==> src/rtl/c3vs_pkg.sv <==
// shared types and constants for the streaming 3x3 correlation block
`timescale 1ns / 1ps

package c3vs_pkg;

  // configuration register indexes
  typedef enum logic [1:0] {
    REG_MATRIX_SIZE = 2'd0,
    REG_KERNEL_TOP  = 2'd1,
    REG_KERNEL_MID  = 2'd2,
    REG_KERNEL_BOT  = 2'd3
  } cfg_reg_t;

  // register field widths
  localparam int CFG_DATA_W = 7;
  localparam int SIZE_W     = 7;
  localparam int KROW_W     = 6;
  localparam int WCODE_W    = 2;

  // reset and limit values
  localparam logic [SIZE_W-1:0] SIZE_RESET = 7'd3;
  localparam logic [SIZE_W-1:0] MIN_SIDE   = 7'd3;
  localparam int WIN_COLS = 3;

  // weight codes, the other two codes mean zero
  localparam logic [WCODE_W-1:0] W_POS = 2'b01;
  localparam logic [WCODE_W-1:0] W_NEG = 2'b11;

  // weights of one window column, one code per kernel row
  typedef struct packed {
    logic [WCODE_W-1:0] top;
    logic [WCODE_W-1:0] mid;
    logic [WCODE_W-1:0] bot;
  } col_weights_t;

endpackage

==> src/rtl/c3vs_line_store.sv <==
// one row line store with synchronous write and registered read
`timescale 1ns / 1ps

module c3vs_line_store #(
  parameter int DEPTH = 64,
  parameter int WIDTH = 16,
  parameter int AW    = $clog2(DEPTH)
) (
  input  logic             clk,
  input  logic             rd_en,
  input  logic [AW-1:0]    rd_addr,
  output logic [WIDTH-1:0] rd_data,
  input  logic             wr_en,
  input  logic [AW-1:0]    wr_addr,
  input  logic [WIDTH-1:0] wr_data
);

  logic [WIDTH-1:0] mem [DEPTH];

  // write port
  always_ff @(posedge clk) begin
    if (wr_en) begin
      mem[wr_addr] <= wr_data;
    end
  end

  // read port, data held until the next read
  always_ff @(posedge clk) begin
    if (rd_en) begin
      rd_data <= mem[rd_addr];
    end
  end

endmodule

==> src/rtl/c3vs_cell.sv <==
// one window column cell: three taps, shifts toward the older column
`timescale 1ns / 1ps

module c3vs_cell #(
  parameter int SAMPLE_BITS = 16
) (
  input  logic                          clk,
  input  logic                          shift_en,
  input  c3vs_pkg::col_weights_t        wts,
  input  logic signed [SAMPLE_BITS-1:0] in_top,
  input  logic signed [SAMPLE_BITS-1:0] in_mid,
  input  logic signed [SAMPLE_BITS-1:0] in_bot,
  output logic signed [SAMPLE_BITS-1:0] tap_top,
  output logic signed [SAMPLE_BITS-1:0] tap_mid,
  output logic signed [SAMPLE_BITS-1:0] tap_bot,
  output logic signed [SAMPLE_BITS+1:0] col_sum
);

  import c3vs_pkg::*;

  localparam int CW = SAMPLE_BITS + 2;

  logic signed [SAMPLE_BITS-1:0] top_r;
  logic signed [SAMPLE_BITS-1:0] mid_r;
  logic signed [SAMPLE_BITS-1:0] bot_r;
  logic signed [CW-1:0]          term_top;
  logic signed [CW-1:0]          term_mid;
  logic signed [CW-1:0]          term_bot;

  // column taps, loaded from the newer neighbor
  always_ff @(posedge clk) begin
    if (shift_en) begin
      top_r <= in_top;
      mid_r <= in_mid;
      bot_r <= in_bot;
    end
  end

  assign tap_top = top_r;
  assign tap_mid = mid_r;
  assign tap_bot = bot_r;

  // weight each tap by +1, -1 or 0
  always_comb begin
    term_top = (wts.top == W_POS) ? CW'(top_r) :
               (wts.top == W_NEG) ? -CW'(top_r) : '0;
    term_mid = (wts.mid == W_POS) ? CW'(mid_r) :
               (wts.mid == W_NEG) ? -CW'(mid_r) : '0;
    term_bot = (wts.bot == W_POS) ? CW'(bot_r) :
               (wts.bot == W_NEG) ? -CW'(bot_r) : '0;
  end

  assign col_sum = term_top + term_mid + term_bot;

endmodule

==> src/rtl/conv3x3_valid_stream_core.sv <==
// Streaming 3x3 valid-region correlation with ternary kernel weights.
//
// Input channel: in_valid / in_stall / in_sample_value, one matrix element
// per request in row-major order. Result channel: out_valid / out_stall /
// out_conv_sum / out_last_of_matrix, one request per full 3x3 window,
// (n-2)^2 per matrix, the last one flagged.
// Configuration: cfg_valid / cfg_ready / cfg_index / cfg_data, to be written
// only while the block is idle; the block itself has no check that enforces this.
// Writing the matrix size restarts the matrix. Sizes below 3 swallow samples
// without results; sizes above MAX_SIDE act as MAX_SIDE.
// Throughput: one sample per cycle while in_stall is low. An accepted sample
// passes the registered line store read and the first stage, then the window
// shift, after which the three column cells' sums are added into the output
// register.
// When the receiver stalls, the result holds in the output register, and
// one more result and one more sample are parked behind it before in_stall
// rises.
// Reset clears the counters, the pipeline valids and the output valid, sets the
// matrix size to 3 and all weights to 0. Line stores are not cleared; a
// result only reads entries written earlier in the same matrix.
`timescale 1ns / 1ps

module conv3x3_valid_stream_core #(
  parameter int MAX_SIDE    = 64,
  parameter int SAMPLE_BITS = 16
) (
  input  logic                                clk,
  input  logic                                rst_n,
  // sample channel
  input  logic                                in_valid,
  output logic                                in_stall,
  input  logic signed [SAMPLE_BITS-1:0]       in_sample_value,
  // result channel
  output logic                                out_valid,
  input  logic                                out_stall,
  output logic signed [SAMPLE_BITS+3:0]       out_conv_sum,
  output logic                                out_last_of_matrix,
  // configuration channel
  input  logic                                cfg_valid,
  output logic                                cfg_ready,
  input  c3vs_pkg::cfg_reg_t                  cfg_index,
  input  logic [c3vs_pkg::CFG_DATA_W-1:0]     cfg_data
);

  import c3vs_pkg::*;

  localparam int CNT_W  = $clog2(MAX_SIDE);
  localparam int SIDE_W = ($clog2(MAX_SIDE + 1) > SIZE_W) ? $clog2(MAX_SIDE + 1) : SIZE_W;
  localparam int SUM_W  = SAMPLE_BITS + 4;
  localparam int CS_W   = SAMPLE_BITS + 2;

  // configuration registers
  logic [SIZE_W-1:0] size_r;
  logic [KROW_W-1:0] krow_r [WIN_COLS];

  // position counters
  logic [CNT_W-1:0]  col_r, col_nxt;
  logic [CNT_W-1:0]  row_r, row_nxt;

  // first stage: sample waiting for its line store reads
  logic                          s1_valid_r;
  logic                          s1_emit_r;
  logic                          s1_last_r;
  logic signed [SAMPLE_BITS-1:0] s1_sample_r;
  logic [CNT_W-1:0]              s1_addr_r;

  // second stage: window holds a result not yet in the output register
  logic                          p_valid_r;
  logic                          p_last_r;

  // output register
  logic                          out_valid_r;
  logic signed [SUM_W-1:0]       out_sum_r;
  logic                          out_last_r;

  // handshake and flow control
  logic in_acc, size_ok, cfg_fire;
  logic out_free, s2_free, s1_free, s1_adv;

  // position decode
  logic [SIDE_W-1:0] size_ext, side_lim, side;
  logic [SIDE_W-1:0] col_ext, row_ext, c_cur, r_cur, c_inc, r_inc;
  logic              emit_cur, last_cur;

  // line store read data
  logic signed [SAMPLE_BITS-1:0] top_rd, mid_rd;

  // window chain, entry WIN_COLS feeds the newest cell
  logic signed [SAMPLE_BITS-1:0] ch_top [WIN_COLS+1];
  logic signed [SAMPLE_BITS-1:0] ch_mid [WIN_COLS+1];
  logic signed [SAMPLE_BITS-1:0] ch_bot [WIN_COLS+1];
  logic signed [CS_W-1:0]        col_sum [WIN_COLS];
  logic signed [SUM_W-1:0]       win_sum;
  logic                          unused_taps;

  // flow control, each stage moves when the one after it can take it
  assign out_free  = !out_valid_r || !out_stall;
  assign s2_free   = !p_valid_r || out_free;
  assign s1_adv    = s1_valid_r && s2_free;
  assign s1_free   = !s1_valid_r || s2_free;
  assign in_stall  = !s1_free;
  assign in_acc    = in_valid && !in_stall;
  assign cfg_ready = 1'b1;
  assign cfg_fire  = cfg_valid && cfg_ready;
  assign size_ok   = (size_r >= MIN_SIDE);

  // configuration writes
  always_ff @(posedge clk) begin
    if (!rst_n) begin
      size_r <= SIZE_RESET;
      for (int k = 0; k < WIN_COLS; k++) begin
        krow_r[k] <= '0;
      end
    end else if (cfg_fire) begin
      unique case (cfg_index)
        REG_MATRIX_SIZE: size_r    <= SIZE_W'(cfg_data);
        REG_KERNEL_TOP:  krow_r[0] <= KROW_W'(cfg_data);
        REG_KERNEL_MID:  krow_r[1] <= KROW_W'(cfg_data);
        REG_KERNEL_BOT:  krow_r[2] <= KROW_W'(cfg_data);
        default: ;
      endcase
    end
  end

  // effective side and current position
  always_comb begin
    size_ext = SIDE_W'(size_r);
    side_lim = SIDE_W'(MAX_SIDE);
    side     = (size_ext > side_lim) ? side_lim : size_ext;
    col_ext  = SIDE_W'(col_r);
    row_ext  = SIDE_W'(row_r);
    if (col_ext >= side || row_ext >= side) begin
      c_cur = '0;
      r_cur = '0;
    end else begin
      c_cur = col_ext;
      r_cur = row_ext;
    end
    emit_cur = (r_cur >= SIDE_W'(2)) && (c_cur >= SIDE_W'(2));
    last_cur = (r_cur == side - SIDE_W'(1)) && (c_cur == side - SIDE_W'(1));
    c_inc    = c_cur + SIDE_W'(1);
    r_inc    = r_cur + SIDE_W'(1);
    if (c_inc >= side) begin
      col_nxt = '0;
      row_nxt = (r_inc >= side) ? '0 : CNT_W'(r_inc);
    end else begin
      col_nxt = CNT_W'(c_inc);
      row_nxt = CNT_W'(r_cur);
    end
  end

  // position counters
  always_ff @(posedge clk) begin
    if (!rst_n) begin
      col_r <= '0;
      row_r <= '0;
    end else if (cfg_fire && cfg_index == REG_MATRIX_SIZE) begin
      col_r <= '0;
      row_r <= '0;
    end else if (in_acc && size_ok) begin
      col_r <= col_nxt;
      row_r <= row_nxt;
    end
  end

  // line stores: a holds the previous row, b the row before it
  c3vs_line_store #(
    .DEPTH (MAX_SIDE),
    .WIDTH (SAMPLE_BITS)
  ) u_store_a (
    .clk     (clk),
    .rd_en   (in_acc && size_ok),
    .rd_addr (CNT_W'(c_cur)),
    .rd_data (mid_rd),
    .wr_en   (s1_adv),
    .wr_addr (s1_addr_r),
    .wr_data (s1_sample_r)
  );

  c3vs_line_store #(
    .DEPTH (MAX_SIDE),
    .WIDTH (SAMPLE_BITS)
  ) u_store_b (
    .clk     (clk),
    .rd_en   (in_acc && size_ok),
    .rd_addr (CNT_W'(c_cur)),
    .rd_data (top_rd),
    .wr_en   (s1_adv),
    .wr_addr (s1_addr_r),
    .wr_data (mid_rd)
  );

  // first stage control
  always_ff @(posedge clk) begin
    if (!rst_n) begin
      s1_valid_r <= 1'b0;
    end else if (in_acc && size_ok) begin
      s1_valid_r <= 1'b1;
    end else if (s1_adv) begin
      s1_valid_r <= 1'b0;
    end
  end

  // first stage payload
  always_ff @(posedge clk) begin
    if (in_acc && size_ok) begin
      s1_emit_r   <= emit_cur;
      s1_last_r   <= last_cur;
      s1_sample_r <= in_sample_value;
      s1_addr_r   <= CNT_W'(c_cur);
    end
  end

  // window chain of column cells
  assign ch_top[WIN_COLS] = top_rd;
  assign ch_mid[WIN_COLS] = mid_rd;
  assign ch_bot[WIN_COLS] = s1_sample_r;

  for (genvar k = 0; k < WIN_COLS; k++) begin : g_cell
    col_weights_t wts;
    assign wts.top = krow_r[0][2*k +: WCODE_W];
    assign wts.mid = krow_r[1][2*k +: WCODE_W];
    assign wts.bot = krow_r[2][2*k +: WCODE_W];

    c3vs_cell #(
      .SAMPLE_BITS (SAMPLE_BITS)
    ) u_cell (
      .clk      (clk),
      .shift_en (s1_adv),
      .wts      (wts),
      .in_top   (ch_top[k+1]),
      .in_mid   (ch_mid[k+1]),
      .in_bot   (ch_bot[k+1]),
      .tap_top  (ch_top[k]),
      .tap_mid  (ch_mid[k]),
      .tap_bot  (ch_bot[k]),
      .col_sum  (col_sum[k])
    );
  end

  // sum of the three weighted columns
  assign win_sum = SUM_W'(col_sum[0]) + SUM_W'(col_sum[1]) + SUM_W'(col_sum[2]);

  // second stage control
  always_ff @(posedge clk) begin
    if (!rst_n) begin
      p_valid_r <= 1'b0;
    end else if (s1_adv) begin
      p_valid_r <= s1_emit_r;
    end else if (out_free) begin
      p_valid_r <= 1'b0;
    end
  end

  always_ff @(posedge clk) begin
    if (s1_adv) begin
      p_last_r <= s1_last_r;
    end
  end

  // output register
  always_ff @(posedge clk) begin
    if (!rst_n) begin
      out_valid_r <= 1'b0;
    end else if (p_valid_r && out_free) begin
      out_valid_r <= 1'b1;
    end else if (!out_stall) begin
      out_valid_r <= 1'b0;
    end
  end

  always_ff @(posedge clk) begin
    if (p_valid_r && out_free) begin
      out_sum_r  <= win_sum;
      out_last_r <= p_last_r;
    end
  end

  assign out_valid          = out_valid_r;
  assign out_conv_sum       = out_sum_r;
  assign out_last_of_matrix = out_last_r;

  // taps of the oldest column leave the window and are read only by its own weights
  assign unused_taps = ^{ch_top[0], ch_mid[0], ch_bot[0]};

endmodule

==> config.mk <==
export PLATFORM = sky130hd
export DESIGN_NAME = conv3x3_valid_stream_core
export DESIGN_NICKNAME = d
export VERILOG_FILES = /design/src/rtl/c3vs_pkg.sv /design/src/rtl/c3vs_line_store.sv /design/src/rtl/c3vs_cell.sv /design/src/rtl/conv3x3_valid_stream_core.sv
export SDC_FILE = /design/constraint.sdc
export NUM_CORES = 2
export LEC_CHECK = 0
export BUFFER_PORTS_ARGS = -buffer_cell sky130_fd_sc_hd__buf_2
export CAP_MARGIN = 15
export CORE_ASPECT_RATIO = 1.4
export CORE_UTILIZATION = 40
export CTS_CLUSTER_SIZE = 16
export DETAILED_ROUTE_END_ITERATION = 10
export GPL_TIMING_DRIVEN = 0
export SYNTH_ARGS = -nofsm -noshare
export SYNTH_HDL_FRONTEND = slang
export SYNTH_SLANG_ARGS = --single-unit
==> constraint.sdc <==
create_clock -name clk -period 8.9 [get_ports clk]
set_input_delay 1.78 -clock clk [delete_from_list [all_inputs] [get_ports clk]]
set_output_delay 1.78 -clock clk [all_outputs]
set_load 0.005 [all_outputs]
==> results.toml <==
[run_status]
outcome = "complete, no violations"

[place]
gp_congestion = 0.956
dp_slack_ps = 329
port_buffers = 52
post_dp_cell_area_mm2 = 0.111
dp_hpwl_um = 259000

[finish]
design_area_mm2 = 0.118
drive_above_1_share_pct = 11.5
synthToLayoutAreaGrowth_pct = 16.0
final_net_count = 7797

[timing]
slew_headroom_pct = 12.5
rsz0062_at_grt = "no"
slew_viol_final = 0
hold_violations = 0
fin_crit_ps = 8840
layout_setup_ws_ps = 62.5
setup_viol = 0
finClkSkew_ps = 38.2
post-route-period-util_pct = 99.3
worst_pin_slew_ps = 1300
fmax_mhz = 113

[clock_tree]
clk_latency_ps = 910
cts-root-buf = "clkbuf_16"
post_cts_resized = 0
clkTransAtPathRegs_ps = 60
cts_tree = "yes"
clock_path_buffers = 4
htreeDepth = 4
cts.sinks = 2310
cts_buffers = 224

[detailed_routing]
detail_route.wirelength_um = 340000
final_antenna_net_count = 0
via_per_inst = 5.90
wl_per_cell_um = 30.6
drcViolationCount = 0
dr_total_vias = 65600
dr.pass1.iters = 9
first_iter_violations = 6505

[worst_setup_path]
r2r_start = "size_ext[6]$_SDFFE_PN0P_"
crit_fanout = 17
r2r_slack_ps = 60
r2r_cells = 24
critical_path_class = "reg -> reg"
worstPathRequired_ps = 9680
arrival_ps = 9620
endpoint_kind = "register"
cp-start-kind = "register"
reg2reg_to = "row_r[1]$_SDFFE_PP0P_"

[floorplanning]
num_rows = 218
die_y_um = 598
die_w_um = 428
initial_core_util_pct = 40.3
io_pins = 54
core_mm2 = 0.252
die-area_mm2 = 0.256

[logic_synthesis]
yosysTopAreaCell = "edfxtp_1"
synthCells = 7128
synth-seq-cells = 2310
synth-edff-count = 2288
yosysUniqueCellTypes = 86
synth.most_common_cell = "edfxtp_1"
ys_top_cells_by_count = "edfxtp_1 (2288), nand2_1 (493), clkbuf_1 (412)"
seq_area_frac_synth_pct = 68.1
yosysWarnings = 0
synth_nets = 7335
synth_area_mm2 = 0.102
ys.flop_type = "edfxtp_1"
synth.area.top_cells = "edfxtp_1 (68%), mux2i_1 (2.9%), a211oi_1 (2.4%), mux2_2 (2.1%), nand2_1 (1.8%)"
synth_top_cell_area_share_pct = 67.6
avgSynthCellArea_um2 = 14.3
synthArstFlopShare_pct = 0

[power_and_ir_drop]
power_density_mw_per_mm2 = 227
power.total_mw = 26.8
p_leak_nw = 37.9
vdd_drop_max_uv = 219

[global_route]
grt_pass1_vias = 65800
grt.total_usage_pct = 25.9
overflow = 0
grt_pass1_wl_um = 474000
grt_max_degree = 56
antenna_found_initial = 53

[min_path]
hold_depth = 0
hp-class = "reg -> reg"
min-delay-start = "u_store_b.rd_data[2]$_DFFE_PP_"
whs_endpoint = "g_cell[2].u_cell.tap_top[2]$_DFFE_PP_"

[run]
cap_violations = 0
## metrics by stage
stage / hold slack (ps) / setup TNS [ps] / instances / util [%]
finish: 418 / 0 / 11100 / 46.7
detailed placement: 405 / 0 / 10700 / 43.9
floorplan: 400 / 0 / 7128 / -
global route: 438 / 0 / 11100 / 46.7
CTS: 416 / 0 / 11000 / 46.6
global placement: 408 / -2308340 / 10500 / 42.0
## where the power goes
part	total [mW]	internal [mW]	switching [mW]
Sequential	12.5	12.3	0.156
Combinational	5.04	1.81	3.23
Clock	9.24	5.07	4.17
Total	26.8	19.2	7.56
## layer usage
metal	wire, um	vias to the layer above	GRT usage [%]
met1	118000	33000	27.9
met5	47	-	0
met4	26600	6	18.3
li1	-	28900	-
met3	21400	826	3.91
met2	175000	2849	46.7
## worst max path at each step
stage | startpoint | slack, ps | cells after the start | to
2_1_floorplan | out_stall | 1170 | 5 | u_store_a.mem[28][0]$_DFFE_PP_
4_1_cts | size_ext[6]$_SDFFE_PN0P_ | 290 | 24 | row_r[1]$_SDFFE_PP0P_
3_5_place_dp | size_ext[6]$_SDFFE_PN0P_ | 330 | 24 | row_r[1]$_SDFFE_PP0P_
5_1_grt | size_ext[6]$_SDFFE_PN0P_ | 20 | 24 | row_r[1]$_SDFFE_PP0P_
6_report | size_ext[6]$_SDFFE_PN0P_ | 60 | 24 | row_r[1]$_SDFFE_PP0P_
3_3_place_gp | out_stall | -2790 | 6 | u_store_b.mem[2][0]$_DFFE_PP_
## timing repair
item,in CTS,in global routing
setup buffers,0,0
hold buffers,0,0
setup endpoints to repair,0,1
## kinds of logic after synthesis
| group | after synthesis | synth area share [%] |
|---|---|---|
| compound gates | 1717 | 12.3 |
| xor+xnor | 191 | 1.65 |
| fa+ha+maj | 177 | 2.72 |
| buf+inv | 766 | 2.92 |
| flops | 2310 | 68.1 |
| mux | 487 | 5.04 |
| other cells | 1 | 0.00369 |
| simple gates | 1479 | 7.34 |
## flip-flops by register name (all words and copies together), names as in the netlist, 6 cells and up
register and count:
col_r 6, g_cell.u_cell.tap_bot 48, g_cell.u_cell.tap_mid 48, g_cell.u_cell.tap_top 48, krow_r 18, out_conv_sum 20, row_r 6, s1_addr_r 6
s1_sample_r 16, size_ext 7, u_store_a.mem 1024, u_store_a.rd_data 16, u_store_b.mem 1024, u_store_b.rd_data 16
## cell type report
cell class                      instances  area [um2]
Antenna cell                           67         168
Fill cell                           21800      134000
Clock inverter                        116        1020
Timing Repair Buffer                  237        4620
Clock buffer                          271        5820
Sequential cell                      2310       69100
Tap cell                             3300        4130
Inverter                              246         926
Multi-Input combinational cell       4052       30000
Buffer                                519        2050
## critical path: stages, from the launching register on
cell	delay, ps
dfxtp_1	450
inv_1	280
clkbuf_1	400
buf_8	310
buf_1	750
nand2_1	350
ha_1	450
nand3_1	300
o21a_1	270
buf_2	190
o21ai_2	810
buf_2	730
buf_2	490
buf_2	400
inv_1	140
ha_1	260
xnor2_1	230
ha_1	270
a21o_1	160
a21o_1	170
a21oi_1	180
o21a_1	150
buf_1	420
a21oi_1	250
o32ai_1	190
## cell usage in the layout (no fill, tap or decap), types with 100 or more instances in the layout
master,instances
a21oi_1,271
mux2i_1,294
ha_1,104
o21ai_0,188
nor2b_1,217
nor2_1,210
clkbuf_1,453
xnor2_1,161
edfxtp_1,2288
a211oi_1,328
clkbuf_16,226
buf_16,115
mux2_2,193
nand2_1,493
a221oi_1,100
buf_2,118
inv_1,241
Note: power is estimated with default switching activity, not from simulation.
